$ cat src/rtl/spq_pkg.sv
// Package: shared constants, command codes and cell control type of the sorted priority queue.
`timescale 1ns / 1ps
package spq_pkg;

   localparam int DEPTH_DEFAULT    = 16;
   localparam int KEY_BITS_DEFAULT = 16;
   localparam int ID_BITS_DEFAULT  = 8;
   localparam int CAP_BITS         = 5;

   typedef enum logic {
      CMD_PUSH = 1'b0,
      CMD_POP  = 1'b1
   } spq_cmd_type;

   // broadcast to every cell in the row
   typedef struct packed {
      logic push;
      logic pop;
   } spq_cell_ctl_type;

endpackage

$ cat src/rtl/spq_channels.sv
// Interfaces: request and response channels of the sorted priority queue.
`timescale 1ns / 1ps
interface spq_req_if #(
   parameter int KEY_BITS = spq_pkg::KEY_BITS_DEFAULT,
   parameter int ID_BITS  = spq_pkg::ID_BITS_DEFAULT
);
   logic                valid;
   logic                ready;
   logic                command;
   logic [KEY_BITS-1:0] key;
   logic [ID_BITS-1:0]  item_id;

   modport source (output valid, command, key, item_id, input ready);
   modport sink   (input valid, command, key, item_id, output ready);
endinterface

interface spq_rsp_if #(
   parameter int KEY_BITS = spq_pkg::KEY_BITS_DEFAULT,
   parameter int ID_BITS  = spq_pkg::ID_BITS_DEFAULT,
   parameter int CNT_BITS = $clog2(spq_pkg::DEPTH_DEFAULT + 1)
);
   logic                valid;
   logic                ready;
   logic                out_valid;
   logic [KEY_BITS-1:0] out_key;
   logic [ID_BITS-1:0]  out_id;
   logic                was_dropped;
   logic [CNT_BITS-1:0] entries_held;

   modport source (output valid, out_valid, out_key, out_id, was_dropped, entries_held,
                   input ready);
   modport sink   (input valid, out_valid, out_key, out_id, was_dropped, entries_held,
                   output ready);
endinterface

$ cat src/rtl/spq_cell.sv
// Module: one storage cell of the sorted row, holding one key and identifier.
`timescale 1ns / 1ps
module spq_cell #(
   parameter int IDX      = 0,
   parameter int KEY_BITS = spq_pkg::KEY_BITS_DEFAULT,
   parameter int ID_BITS  = spq_pkg::ID_BITS_DEFAULT,
   parameter int CNT_BITS = $clog2(spq_pkg::DEPTH_DEFAULT + 1)
) (
   input  logic                      clock,
   input  spq_pkg::spq_cell_ctl_type ctl,
   input  logic [CNT_BITS-1:0]       count,
   input  logic [KEY_BITS-1:0]       new_key,
   input  logic [ID_BITS-1:0]        new_id,
   input  logic                      prev_ins,
   input  logic [KEY_BITS-1:0]       prev_key,
   input  logic [ID_BITS-1:0]        prev_id,
   input  logic [KEY_BITS-1:0]       next_key,
   input  logic [ID_BITS-1:0]        next_id,
   output logic                      ins,
   output logic [KEY_BITS-1:0]       key,
   output logic [ID_BITS-1:0]        id
);
   import spq_pkg::*;

   logic [KEY_BITS-1:0] key_ff, key_in;
   logic [ID_BITS-1:0]  id_ff, id_in;
   logic                occupied;

   assign occupied = CNT_BITS'(IDX) < count;
   // true from the insertion point on: empty, or holds a strictly larger key
   assign ins      = !occupied || (key_ff > new_key);

   always_comb begin
      key_in = key_ff;
      id_in  = id_ff;
      if (ctl.push) begin
         if (prev_ins) begin
            key_in = prev_key;
            id_in  = prev_id;
         end else if (ins) begin
            key_in = new_key;
            id_in  = new_id;
         end
      end else if (ctl.pop) begin
         key_in = next_key;
         id_in  = next_id;
      end
   end

   always_ff @(posedge clock) begin
      key_ff <= key_in;
      id_ff  <= id_in;
   end

   assign key = key_ff;
   assign id  = id_ff;

endmodule

$ cat src/rtl/sorted_priority_queue_core.sv
// Top level: sorted-array min-priority queue built as a row of shifting cells.
//
//   port group   dir   handshake        carries
//   req_if       in    valid / ready    command, key, item_id
//   rsp_if       out   valid / ready    out_valid, out_key, out_id, was_dropped, entries_held
//   csr_*        in    csr_wr_en        csr_wr_data (capacity)
//
// Every cell compares its key to the new key at once and the whole row shifts in the
// same edge, so one request is accepted per cycle while the response slot is not stalled.
// The response is registered; a stalled response holds the request side only until
// it is taken (ready = response slot empty or being drained).
// Synchronous active-high reset empties the queue, clears the response slot and
// restores the capacity to the built depth. Storage needs no clearing pass.
`timescale 1ns / 1ps
module sorted_priority_queue_core #(
   parameter int DEPTH    = spq_pkg::DEPTH_DEFAULT,
   parameter int KEY_BITS = spq_pkg::KEY_BITS_DEFAULT,
   parameter int ID_BITS  = spq_pkg::ID_BITS_DEFAULT
) (
   input  logic                         clock,
   input  logic                         reset,
   spq_req_if.sink                      req_if,
   spq_rsp_if.source                    rsp_if,
   input  logic                         csr_wr_en,
   input  logic [spq_pkg::CAP_BITS-1:0] csr_wr_data
);
   import spq_pkg::*;

   localparam int CNT_BITS = $clog2(DEPTH + 1);
   localparam int CMP_BITS = (CNT_BITS > CAP_BITS) ? CNT_BITS : CAP_BITS;

   // capacity register; cap_full_ff marks "limit is the built depth" after reset
   logic [CAP_BITS-1:0] cap_ff;
   logic                cap_full_ff;
   logic [CNT_BITS-1:0] count_ff, count_in;

   // response slot
   logic                rsp_valid_ff;
   logic                out_valid_ff, out_valid_in;
   logic [KEY_BITS-1:0] out_key_ff, out_key_in;
   logic [ID_BITS-1:0]  out_id_ff, out_id_in;
   logic                dropped_ff, dropped_in;
   logic [CNT_BITS-1:0] held_ff;

   logic             accept;
   logic             has_room;
   logic             not_empty;
   spq_cell_ctl_type ctl;

   logic [KEY_BITS-1:0] cell_key [DEPTH];
   logic [ID_BITS-1:0]  cell_id  [DEPTH];
   logic                cell_ins [DEPTH];

   assign req_if.ready = !rsp_valid_ff || rsp_if.ready;
   assign accept       = req_if.valid && req_if.ready;

   assign not_empty = count_ff != '0;
   assign has_room  = (count_ff < CNT_BITS'(DEPTH)) &&
                      (cap_full_ff || (CMP_BITS'(count_ff) < CMP_BITS'(cap_ff)));

   always_comb begin
      ctl.push     = 1'b0;
      ctl.pop      = 1'b0;
      count_in     = count_ff;
      out_valid_in = 1'b0;
      out_key_in   = '0;
      out_id_in    = '0;
      dropped_in   = 1'b0;
      if (accept) begin
         case (spq_cmd_type'(req_if.command))
            CMD_PUSH: begin
               if (has_room) begin
                  ctl.push = 1'b1;
                  count_in = count_ff + 1'b1;
               end else begin
                  dropped_in = 1'b1;
               end
            end
            CMD_POP: begin
               if (not_empty) begin
                  ctl.pop      = 1'b1;
                  count_in     = count_ff - 1'b1;
                  out_valid_in = 1'b1;
                  out_key_in   = cell_key[0];
                  out_id_in    = cell_id[0];
               end
            end
            default: begin
            end
         endcase
      end
   end

   // row of cells: push opens a gap at the first larger key, pop shifts toward the head
   for (genvar i = 0; i < DEPTH; i++) begin : g_cell
      logic                p_ins;
      logic [KEY_BITS-1:0] p_key, n_key;
      logic [ID_BITS-1:0]  p_id, n_id;

      if (i == 0) begin : g_head
         assign p_ins = 1'b0;
         assign p_key = req_if.key;
         assign p_id  = req_if.item_id;
      end else begin : g_body
         assign p_ins = cell_ins[i-1];
         assign p_key = cell_key[i-1];
         assign p_id  = cell_id[i-1];
      end

      if (i == DEPTH - 1) begin : g_tail
         assign n_key = cell_key[i];
         assign n_id  = cell_id[i];
      end else begin : g_inner
         assign n_key = cell_key[i+1];
         assign n_id  = cell_id[i+1];
      end

      spq_cell #(
         .IDX      (i),
         .KEY_BITS (KEY_BITS),
         .ID_BITS  (ID_BITS),
         .CNT_BITS (CNT_BITS)
      ) u_cell (
         .clock    (clock),
         .ctl      (ctl),
         .count    (count_ff),
         .new_key  (req_if.key),
         .new_id   (req_if.item_id),
         .prev_ins (p_ins),
         .prev_key (p_key),
         .prev_id  (p_id),
         .next_key (n_key),
         .next_id  (n_id),
         .ins      (cell_ins[i]),
         .key      (cell_key[i]),
         .id       (cell_id[i])
      );
   end

   always_ff @(posedge clock) begin
      if (reset) begin
         count_ff     <= '0;
         cap_ff       <= '0;
         cap_full_ff  <= 1'b1;
         rsp_valid_ff <= 1'b0;
      end else begin
         count_ff <= count_in;
         if (csr_wr_en) begin
            cap_ff      <= csr_wr_data;
            cap_full_ff <= 1'b0;
         end
         if (accept) begin
            rsp_valid_ff <= 1'b1;
         end else if (rsp_if.ready) begin
            rsp_valid_ff <= 1'b0;
         end
      end
   end

   // response payload: no reset needed
   always_ff @(posedge clock) begin
      if (accept) begin
         out_valid_ff <= out_valid_in;
         out_key_ff   <= out_key_in;
         out_id_ff    <= out_id_in;
         dropped_ff   <= dropped_in;
         held_ff      <= count_in;
      end
   end

   assign rsp_if.valid        = rsp_valid_ff;
   assign rsp_if.out_valid    = out_valid_ff;
   assign rsp_if.out_key      = out_key_ff;
   assign rsp_if.out_id       = out_id_ff;
   assign rsp_if.was_dropped  = dropped_ff;
   assign rsp_if.entries_held = held_ff;

endmodule

$ cat src/flat_wrapper.sv
// flat-port wrapper written by rule: the top's interface ports become plain ports
module sorted_priority_queue_core_flat import spq_pkg::*;
#(
   parameter int DEPTH    = spq_pkg::DEPTH_DEFAULT,
   parameter int KEY_BITS = spq_pkg::KEY_BITS_DEFAULT,
   parameter int ID_BITS  = spq_pkg::ID_BITS_DEFAULT
)
  (clock, reset, csr_wr_en, csr_wr_data, req_if_valid, req_if_command, req_if_key, req_if_item_id, req_if_ready, rsp_if_valid, rsp_if_out_valid, rsp_if_out_key, rsp_if_out_id, rsp_if_was_dropped, rsp_if_entries_held, rsp_if_ready);
  spq_req_if #(.KEY_BITS(KEY_BITS), .ID_BITS(ID_BITS)) req_if_i ();
  spq_rsp_if #(.KEY_BITS(KEY_BITS), .ID_BITS(ID_BITS)) rsp_if_i ();
  input  logic clock;
  input  logic reset;
  input  logic csr_wr_en;
  input  logic [spq_pkg::CAP_BITS-1:0] csr_wr_data;
  input wire logic [$bits(req_if_i.valid)-1:0] req_if_valid;
  input wire logic [$bits(req_if_i.command)-1:0] req_if_command;
  input wire logic [$bits(req_if_i.key)-1:0] req_if_key;
  input wire logic [$bits(req_if_i.item_id)-1:0] req_if_item_id;
  output wire logic [$bits(req_if_i.ready)-1:0] req_if_ready;
  output wire logic [$bits(rsp_if_i.valid)-1:0] rsp_if_valid;
  output wire logic [$bits(rsp_if_i.out_valid)-1:0] rsp_if_out_valid;
  output wire logic [$bits(rsp_if_i.out_key)-1:0] rsp_if_out_key;
  output wire logic [$bits(rsp_if_i.out_id)-1:0] rsp_if_out_id;
  output wire logic [$bits(rsp_if_i.was_dropped)-1:0] rsp_if_was_dropped;
  output wire logic [$bits(rsp_if_i.entries_held)-1:0] rsp_if_entries_held;
  input wire logic [$bits(rsp_if_i.ready)-1:0] rsp_if_ready;
  assign req_if_i.valid = req_if_valid;
  assign req_if_i.command = req_if_command;
  assign req_if_i.key = req_if_key;
  assign req_if_i.item_id = req_if_item_id;
  assign req_if_ready = req_if_i.ready;
  assign rsp_if_valid = rsp_if_i.valid;
  assign rsp_if_out_valid = rsp_if_i.out_valid;
  assign rsp_if_out_key = rsp_if_i.out_key;
  assign rsp_if_out_id = rsp_if_i.out_id;
  assign rsp_if_was_dropped = rsp_if_i.was_dropped;
  assign rsp_if_entries_held = rsp_if_i.entries_held;
  assign rsp_if_i.ready = rsp_if_ready;
  sorted_priority_queue_core #(.DEPTH(DEPTH), .KEY_BITS(KEY_BITS), .ID_BITS(ID_BITS)) u_core (.clock(clock), .reset(reset), .req_if(req_if_i), .rsp_if(rsp_if_i), .csr_wr_en(csr_wr_en), .csr_wr_data(csr_wr_data));
endmodule
$ cat config.mk
export PLATFORM = sky130hd
export DESIGN_NAME = sorted_priority_queue_core_flat
export DESIGN_NICKNAME = d
export VERILOG_FILES = /design/src/rtl/spq_pkg.sv /design/src/rtl/spq_channels.sv /design/src/rtl/spq_cell.sv /design/src/rtl/sorted_priority_queue_core.sv /design/src/flat_wrapper.sv
export SDC_FILE = /design/constraint.sdc
export NUM_CORES = 1
export LEC_CHECK = 0
export BUFFER_PORTS_ARGS = -buffer_cell sky130_fd_sc_hd__buf_2
export CAP_MARGIN = 20
export CORE_MARGIN = 2
export CORE_UTILIZATION = 35
export CTS_CLUSTER_SIZE = 20
export DETAILED_ROUTE_END_ITERATION = 7
export PLACE_DENSITY = 0.52
export SETUP_SLACK_MARGIN = 0.05
export SYNTH_ARGS = -nofsm -noshare
export SYNTH_HDL_FRONTEND = slang
export SYNTH_SLANG_ARGS = --single-unit
$ cat constraint.sdc
create_clock -name clock -period 5.85 [get_ports clock]
set_input_delay 1.17 -clock clock [delete_from_list [all_inputs] [get_ports clock]]
set_output_delay 1.17 -clock clock [all_outputs]
set_load 0.05 [all_outputs]
Yosys cells after proc, flatten, opt, wreduce, memory -nomap -nowiden
Index checks and enable logic that the tools add are counted.
{"block": "word_totals", "regBits": 427, "inputBits": 35, "elab_cells": 285}
{"block": "classes", "add_sub_neg": 2, "order_cmp": 34, "eq_ne": 15, "mux": 134, "bitwise_logic": 1, "n_reduce_logical": 58}
{"cell": "$mux 16", "count": 61}
{"cell": "$mux 8", "count": 61}
{"cell": "$gt 16x16->1", "count": 16}
{"cell": "$ne 3x3->1 const B", "count": 14}
{"cell": "$lt 4x5->1 const A", "count": 8}
{"cell": "$reduce_and 2->1", "count": 17}
{"cell": "$lt 3x5->1 const A", "count": 4}
{"cell": "$logic_or 1x1->1", "count": 18}
{"cell": "$logic_not 1->1", "count": 17}
{"cell": "$mux 5", "count": 3}
{"cell": "$lt 1x5->1 const A", "count": 2}
{"cell": "$lt 2x5->1 const A", "count": 2}
{"cell": "$pmux 5 s2", "count": 1}
{"cell": "$mux 1", "count": 7}
{"cell": "$reduce_bool 2->1", "count": 3}
{"cell": "$add 5x1->5 const B", "count": 1}
{"cell": "$lt 5x5->1", "count": 1}
{"cell": "$lt 5x5->1 const B", "count": 1}
{"cell": "$reduce_bool 5->1", "count": 1}
{"cell": "$sub 5x1->5 const B", "count": 1}
{"cell": "$logic_and 1x1->1", "count": 2}
{"cell": "$mux 2", "count": 1}
{"cell": "$ne 2x2->1 const B", "count": 1}
{"cell": "$not 1->1", "count": 1}

Depth between registers and ports, before layout
{"block": "depth", "depth_word": 8, "mapped_depth": 12, "mapped_depth_nobuf": 10}

Hierarchy
A second synthesis with hierarchy kept.
{"block": "unflattened", "cells_unflattened": 2810, "area_unflattened_um2": 28474.8}
{"mod": "spq_cell (u_core.g_cell[10].u_cell ...)", "instances": 4, "cells_each": 167, "area_per_inst_um2": 1662.8, "seq_area_each_um2": 720.7}
{"mod": "spq_cell (u_core.g_cell[14].u_cell ...)", "instances": 3, "cells_each": 166, "area_per_inst_um2": 1659.1, "seq_area_each_um2": 720.7}
{"mod": "spq_cell (u_core.g_cell[0].u_cell ...)", "instances": 2, "cells_each": 167, "area_per_inst_um2": 1687.9, "seq_area_each_um2": 720.7}
{"mod": "sorted_priority_queue_core", "instances": 1, "cells_each": 150, "area_per_inst_um2": 1869.3, "seq_area_each_um2": 1171.1}
{"mod": "spq_cell (u_core.g_cell[1].u_cell)", "instances": 1, "cells_each": 165, "area_per_inst_um2": 1665.3, "seq_area_each_um2": 720.7}
{"mod": "spq_cell (u_core.g_cell[3].u_cell)", "instances": 1, "cells_each": 166, "area_per_inst_um2": 1664.1, "seq_area_each_um2": 720.7}
{"mod": "spq_cell (u_core.g_cell[8].u_cell)", "instances": 1, "cells_each": 167, "area_per_inst_um2": 1661.6, "seq_area_each_um2": 720.7}
{"mod": "spq_cell (u_core.g_cell[5].u_cell)", "instances": 1, "cells_each": 166, "area_per_inst_um2": 1657.8, "seq_area_each_um2": 720.7}
{"mod": "spq_cell (u_core.g_cell[13].u_cell)", "instances": 1, "cells_each": 166, "area_per_inst_um2": 1656.6, "seq_area_each_um2": 720.7}
{"mod": "spq_cell (u_core.g_cell[7].u_cell)", "instances": 1, "cells_each": 166, "area_per_inst_um2": 1652.8, "seq_area_each_um2": 720.7}
{"mod": "spq_cell (u_core.g_cell[15].u_cell)", "instances": 1, "cells_each": 164, "area_per_inst_um2": 1642.8, "seq_area_each_um2": 720.7}

Worst setup path before layout
No wires, ideal clock.
{"block": "synth_path", "kind": "input to register", "from": "input req_if_key[15]", "to": "register u_core.g_cell[12].u_cell.id_ff[0] (enable)", "setup_time_ns": 0.438, "arrival_time_ns": 4.725, "setup_slack_ns": 0.687, "cell_stages": 9, "n_path_buf": 0, "path_cell_list": "inv_1 ha_1 nand4_2 or4_4 a21oi_2 a21oi_1 a21oi_4 nor2b_1 o21ai_0"}
{"block": "synth_via", "elab_chain_cells": 4}
{"element": "from (decl)", "line": "flat_wrapper.sv:17", "text": "input wire logic [$bits(req_if_i.key)-1:0] req_if_key;"}
{"element": "$gt 16x16->1", "line": "spq_cell.sv:31", "text": "assign ins = !occupied || (key_ff > new_key);"}
{"element": "$logic_or 1x1->1", "line": "spq_cell.sv:31"}
{"element": "$ne 3x3->1 (no line) (*)"}
{"element": "$reduce_and 2->1 (no line) (*)"}
{"element": "to (signal assigned)", "line": "spq_cell.sv:52", "text": "id_ff <= id_in;"}
{"element": "to (decl)", "line": "spq_cell.sv:26", "text": "logic [ID_BITS-1:0] id_ff, id_in;"}
Every way passes the cells marked *; elsewhere a longest branch is shown, timed or not.
A chain may end at the register's enable or synchronous reset.

Worst setup path in the final report
{"block": "layout_path", "from": "register u_core.count_ff[2]", "to": "register u_core.g_cell[3].u_cell.id_ff[4] (data pin)"}
{"block": "layout_via", "elab_chain_cells": 7}
{"element": "from (decl)", "line": "sorted_priority_queue_core.sv:35", "text": "logic [CNT_BITS-1:0] count_ff, count_in;"}
{"element": "from (signal assigned)", "line": "sorted_priority_queue_core.sv:147", "text": "count_ff <= count_in;"}
{"element": "$lt 5x5->1", "line": "sorted_priority_queue_core.sv:59", "text": "(cap_full_ff || (CMP_BITS'(count_ff) < CMP_BITS'(cap_ff)));"}
{"element": "$logic_or 1x1->1", "line": "sorted_priority_queue_core.sv:59"}
{"element": "$logic_and 1x1->1", "line": "sorted_priority_queue_core.sv:58", "text": "assign has_room = (count_ff < CNT_BITS'(DEPTH)) &&"}
{"element": "$mux 1", "line": "sorted_priority_queue_core.sv:72", "text": "if (has_room) begin"}
{"element": "$mux 1", "line": "sorted_priority_queue_core.sv:70", "text": "case (spq_cmd_type'(req_if.command))"}
{"element": "$mux 2", "line": "sorted_priority_queue_core.sv:69", "text": "if (accept) begin"}
{"element": "$mux 8 (*)", "line": "spq_cell.sv:36", "text": "if (ctl.push) begin"}
{"element": "net u_core.g_cell[3].u_cell.id_in[4]", "line": "spq_cell.sv:26"}
{"element": "to (signal assigned)", "line": "spq_cell.sv:52"}
{"element": "to (decl)", "line": "spq_cell.sv:26"}
The timed path passes the listed nets; every way through them passes the cells marked *.

==> results by group <==
Run status
  – Status: finished, final reports clean

STA
  – RSZ-0062 raised after global routing: false
  – Slew HR: 0.318
  – Fin crit share: 0.738
  – Post-layout min period: roughly 4.3 ns
  – Hold Slack: between 0.4 and 0.5 ns
  – Clk_skew: between 0.02 and 0.025 ns
  – Slew Limit Fails: 0
  – Tightest Pin Transition: just over 1 ns
  – Setup_tns: 0 ns
  – Final hold vios: 0
  – Setup-failing EPs final: 0
  – Achievable Freq: 232 MHz

Cells and area
  – Fillers: about 7300
  – Synthesis-to-layout area growth: 11.3%
  – Final #Nets: between 2000 and 3000
  – Share of cells above drive strength 1: 0.104
  – Final core occ: 0.395
  – N_diodes: 0

Synthesis
  – Adder-Cell Fraction of Synth Area: 0.116
  – Synth Area in XOR/XNOR: 0.000330
  – Synthesis Warnings: 0
  – Syn Nets: between 2000 and 3000
  – #FFs+latches synth: 427
  – Distinct cells, synth: 68
  – Main synth FF type: edfxtp_1
  – Top cell type's share of synthesized area: 0.469
  – Most frequent cells after synthesis: nand2_1 (436), edfxtp_1 (415), mux2i_1 (281)
  – Area contributors post-synth: edfxtp_1 (47%), ha_1 (12%), mux2i_1 (11%), nand2_1 (6.2%), o21ai_0 (5.2%)
  – Simple-gate share of the synthesized area: 0.114
  – Syn_area_per_cell: roughly 11 um2
  – Seq/Total Area, Yosys: 0.478
  – Count leader, synth: nand2_1
  – Synth Instances: between 2000 and 2500
  – Synth Area in Compound Gates: 0.135
  – Post-synth ARST share: 0
  – Main combinational cell family by area after synthesis: compound AO/OA/AOI/OAI gates
  – Synthesized cell area: ~0.027 mm2
  – Dominant cell type by area after synthesis: edfxtp_1
  – Post-synth EDFFs: approximately 420
  – Mux cell area share after synthesis: 0.117

Drt
  – Routed Antenna Nets: 0
  – Via count: about 19000
  – Final WL: between 70000 and 80000 um
  – Wire per inst: 20.8 um
  – Pre-Repair DR Iteration Count: 6
  – Vias per inst: between 5 and 6
  – Initial DRC count: 1586
  – Drt drc: 0

GRT
  – Total track usage: 0.186
  – Largest net degree at the start of global routing: about 210
  – Antenna violations before repair: 0
  – Final global-route overflow total: 0
  – Vias in the first global route: 19490
  – Global-route wire length before repair: 114000 um

Worst setup path
  – CP peak stage delay: 0.83 ns
  – Slowest stage cell on the critical path: dfxtp_1
  – Crit path arrival time: 4.74 ns
  – Crit-path cells: ha_1, a211oi_1, o21ai_1, a221oi_2, nand2_8, clkinv_2, buf_4, nand2_1, o211ai_1
  – Worst EP required: about 6.3 ns
  – WS Path Type: reg -> reg
  – Crit. End Element: flop
  – Max Fanout on Critical Path: 70
  – Worst setup SP type: flop

Clock network
  – Total CTS buffers: 51
  – CTS H-tree lvls: 2
  – Post-CTS resize count: 0
  – Clk sinks: approximately 430
  – Clk root buf: clkbuf_16
  – Postcts setup bufs: 0
  – Worst-Skew Late Latency: between 0.6 and 0.7 ns
  – Clock Path Buffers: 3
  – TritonCTS clock tree: done
  – CTS hold repair buffers: 0
  – Reg clk slew, reported paths: approximately 0.060 ns

Power and ir drop
  – Pwr dens: 308 mW/mm2
  – Max VDD drop: approximately 0.00023 V
  – Leakage power: 12.0 nW

Floorplanning
  – Die span in y: roughly 280 um
  – DIE WIDTH: roughly 280 um
  – Core area: 0.0748 mm2
  – Rows: 100
  – Starting Density: 0.355
  – I/O Pins: 68
  – Die area: roughly 0.078 mm2

Flow run
  – Max-Cap Viols: 0

Placed design
  – DP HPWL: roughly 54000 um
  – RePlAce Congestion: between 0.8 and 0.9
  – Port bufs: 67

Min path
  – Hold Path Class: reg -> reg
==> layout make-up <==
class / count / area, um2 / area share
clock inverter: 29 / 302 / 0.0102
inverter: 51 / 193 / 0.00652
clock buffer: 63 / 1340 / 0.0454
timing repair buffer: 134 / 876 / 0.0296
tap: 969 / 1210 / 0.0410
multi-input combinational: 1852 / 12900 / 0.438
sequential: 427 / 12700 / 0.430
==> cell families after synthesis <==
| logic type | after synthesis |
|---|---|
| DFF | 427 |
| buffers and inverters | 212 |
| adders and majority gates | 247 |
| muxes | 306 |
| xor gates and xnor gates | 1 |
| AOI/OAI and AO/OA | 617 |
| and+or+nand+nor | 681 |
==> layout by cell type (no fill, tap or decap), drive strengths merged, types with 12 or more instances in the layout <==
master,instances
nor3,15
ha,247
buf,134
nor2b,19
inv,51
o211ai,50
a21oi,116
mux2,25
dfxtp,12
edfxtp,415
a211oi,15
and2,26
clkinv,22
mux2i,281
nor2,44
nand2,437
nand4,35
o21ai,358
nand3,69
a21o,25
clkbuf,63
==> through the flow <==
step,cells,total power [mW],setup WS (ns),area [um2]
global placement,3433,5.89,1.02,27900
finish,3525,9.09,1.53,29600
floorplan,2491,5.35,0.687,26600
CTS,3525,9.19,1.59,29600
detailed placement,3433,5.94,0.938,27900
global route,3525,9.54,1.33,29600
==> layer usage <==
metal | up-vias | track usage | part of all wire
li1 | 9360 | - | -
met1 | 9217 | 0.263 | 0.47
met2 | 502 | 0.298 | 0.45
met3 | 107 | 0.0223 | 0.050
met4 | 0 | 0.0543 | 0.026
met5 | - | 0 | 0
==> worst max-delay path, delay by kind of cell (launching register included) <==
family / cells / cell delay (ns)
and+or+nand+nor: 2 / 0.74
adders and majority gates: 1 / 0.36
buffers and inverters: 2 / 0.88
AOI/OAI and AO/OA: 4 / 1.24
DFF: 1 / 0.83
==> sequential cells by signal, summed over array words and instances, names as in the netlist <==
name                        count
u_core.cap_full_ff              1
u_core.rsp_if.out_valid         1
u_core.cap_ff                   5
u_core.rsp_if.entries_held      5
u_core.rsp_if.out_id            8
u_core.count_ff                 5
u_core.g_cell.u_cell.key      256
u_core.g_cell.u_cell.id       128
u_core.rsp_if.was_dropped       1
u_core.rsp_if.valid             1
u_core.rsp_if.out_key          16
==> path summary, 6_finish.rpt <==
kind	startpoint	endpoint	slack, ns	depth (start not counted)
max reg2reg	u_core.count_ff[2]	u_core.g_cell[3].u_cell.id[4]	1.53	9
min reg2reg	u_core.cap_ff[2]	u_core.cap_ff[2]	0.49	2
min	u_core.cap_ff[2]	u_core.cap_ff[2]	0.49	2
max	u_core.count_ff[2]	u_core.g_cell[3].u_cell.id[4]	1.53	9
==> report_power, final <==
group	internal [mW]	total (mW)	switching, mW
sequential	3.85	4.12	0.269
clock	1.89	3.21	1.32
combinational	0.635	1.76	1.13
Power figures use the tool's default switching activity.
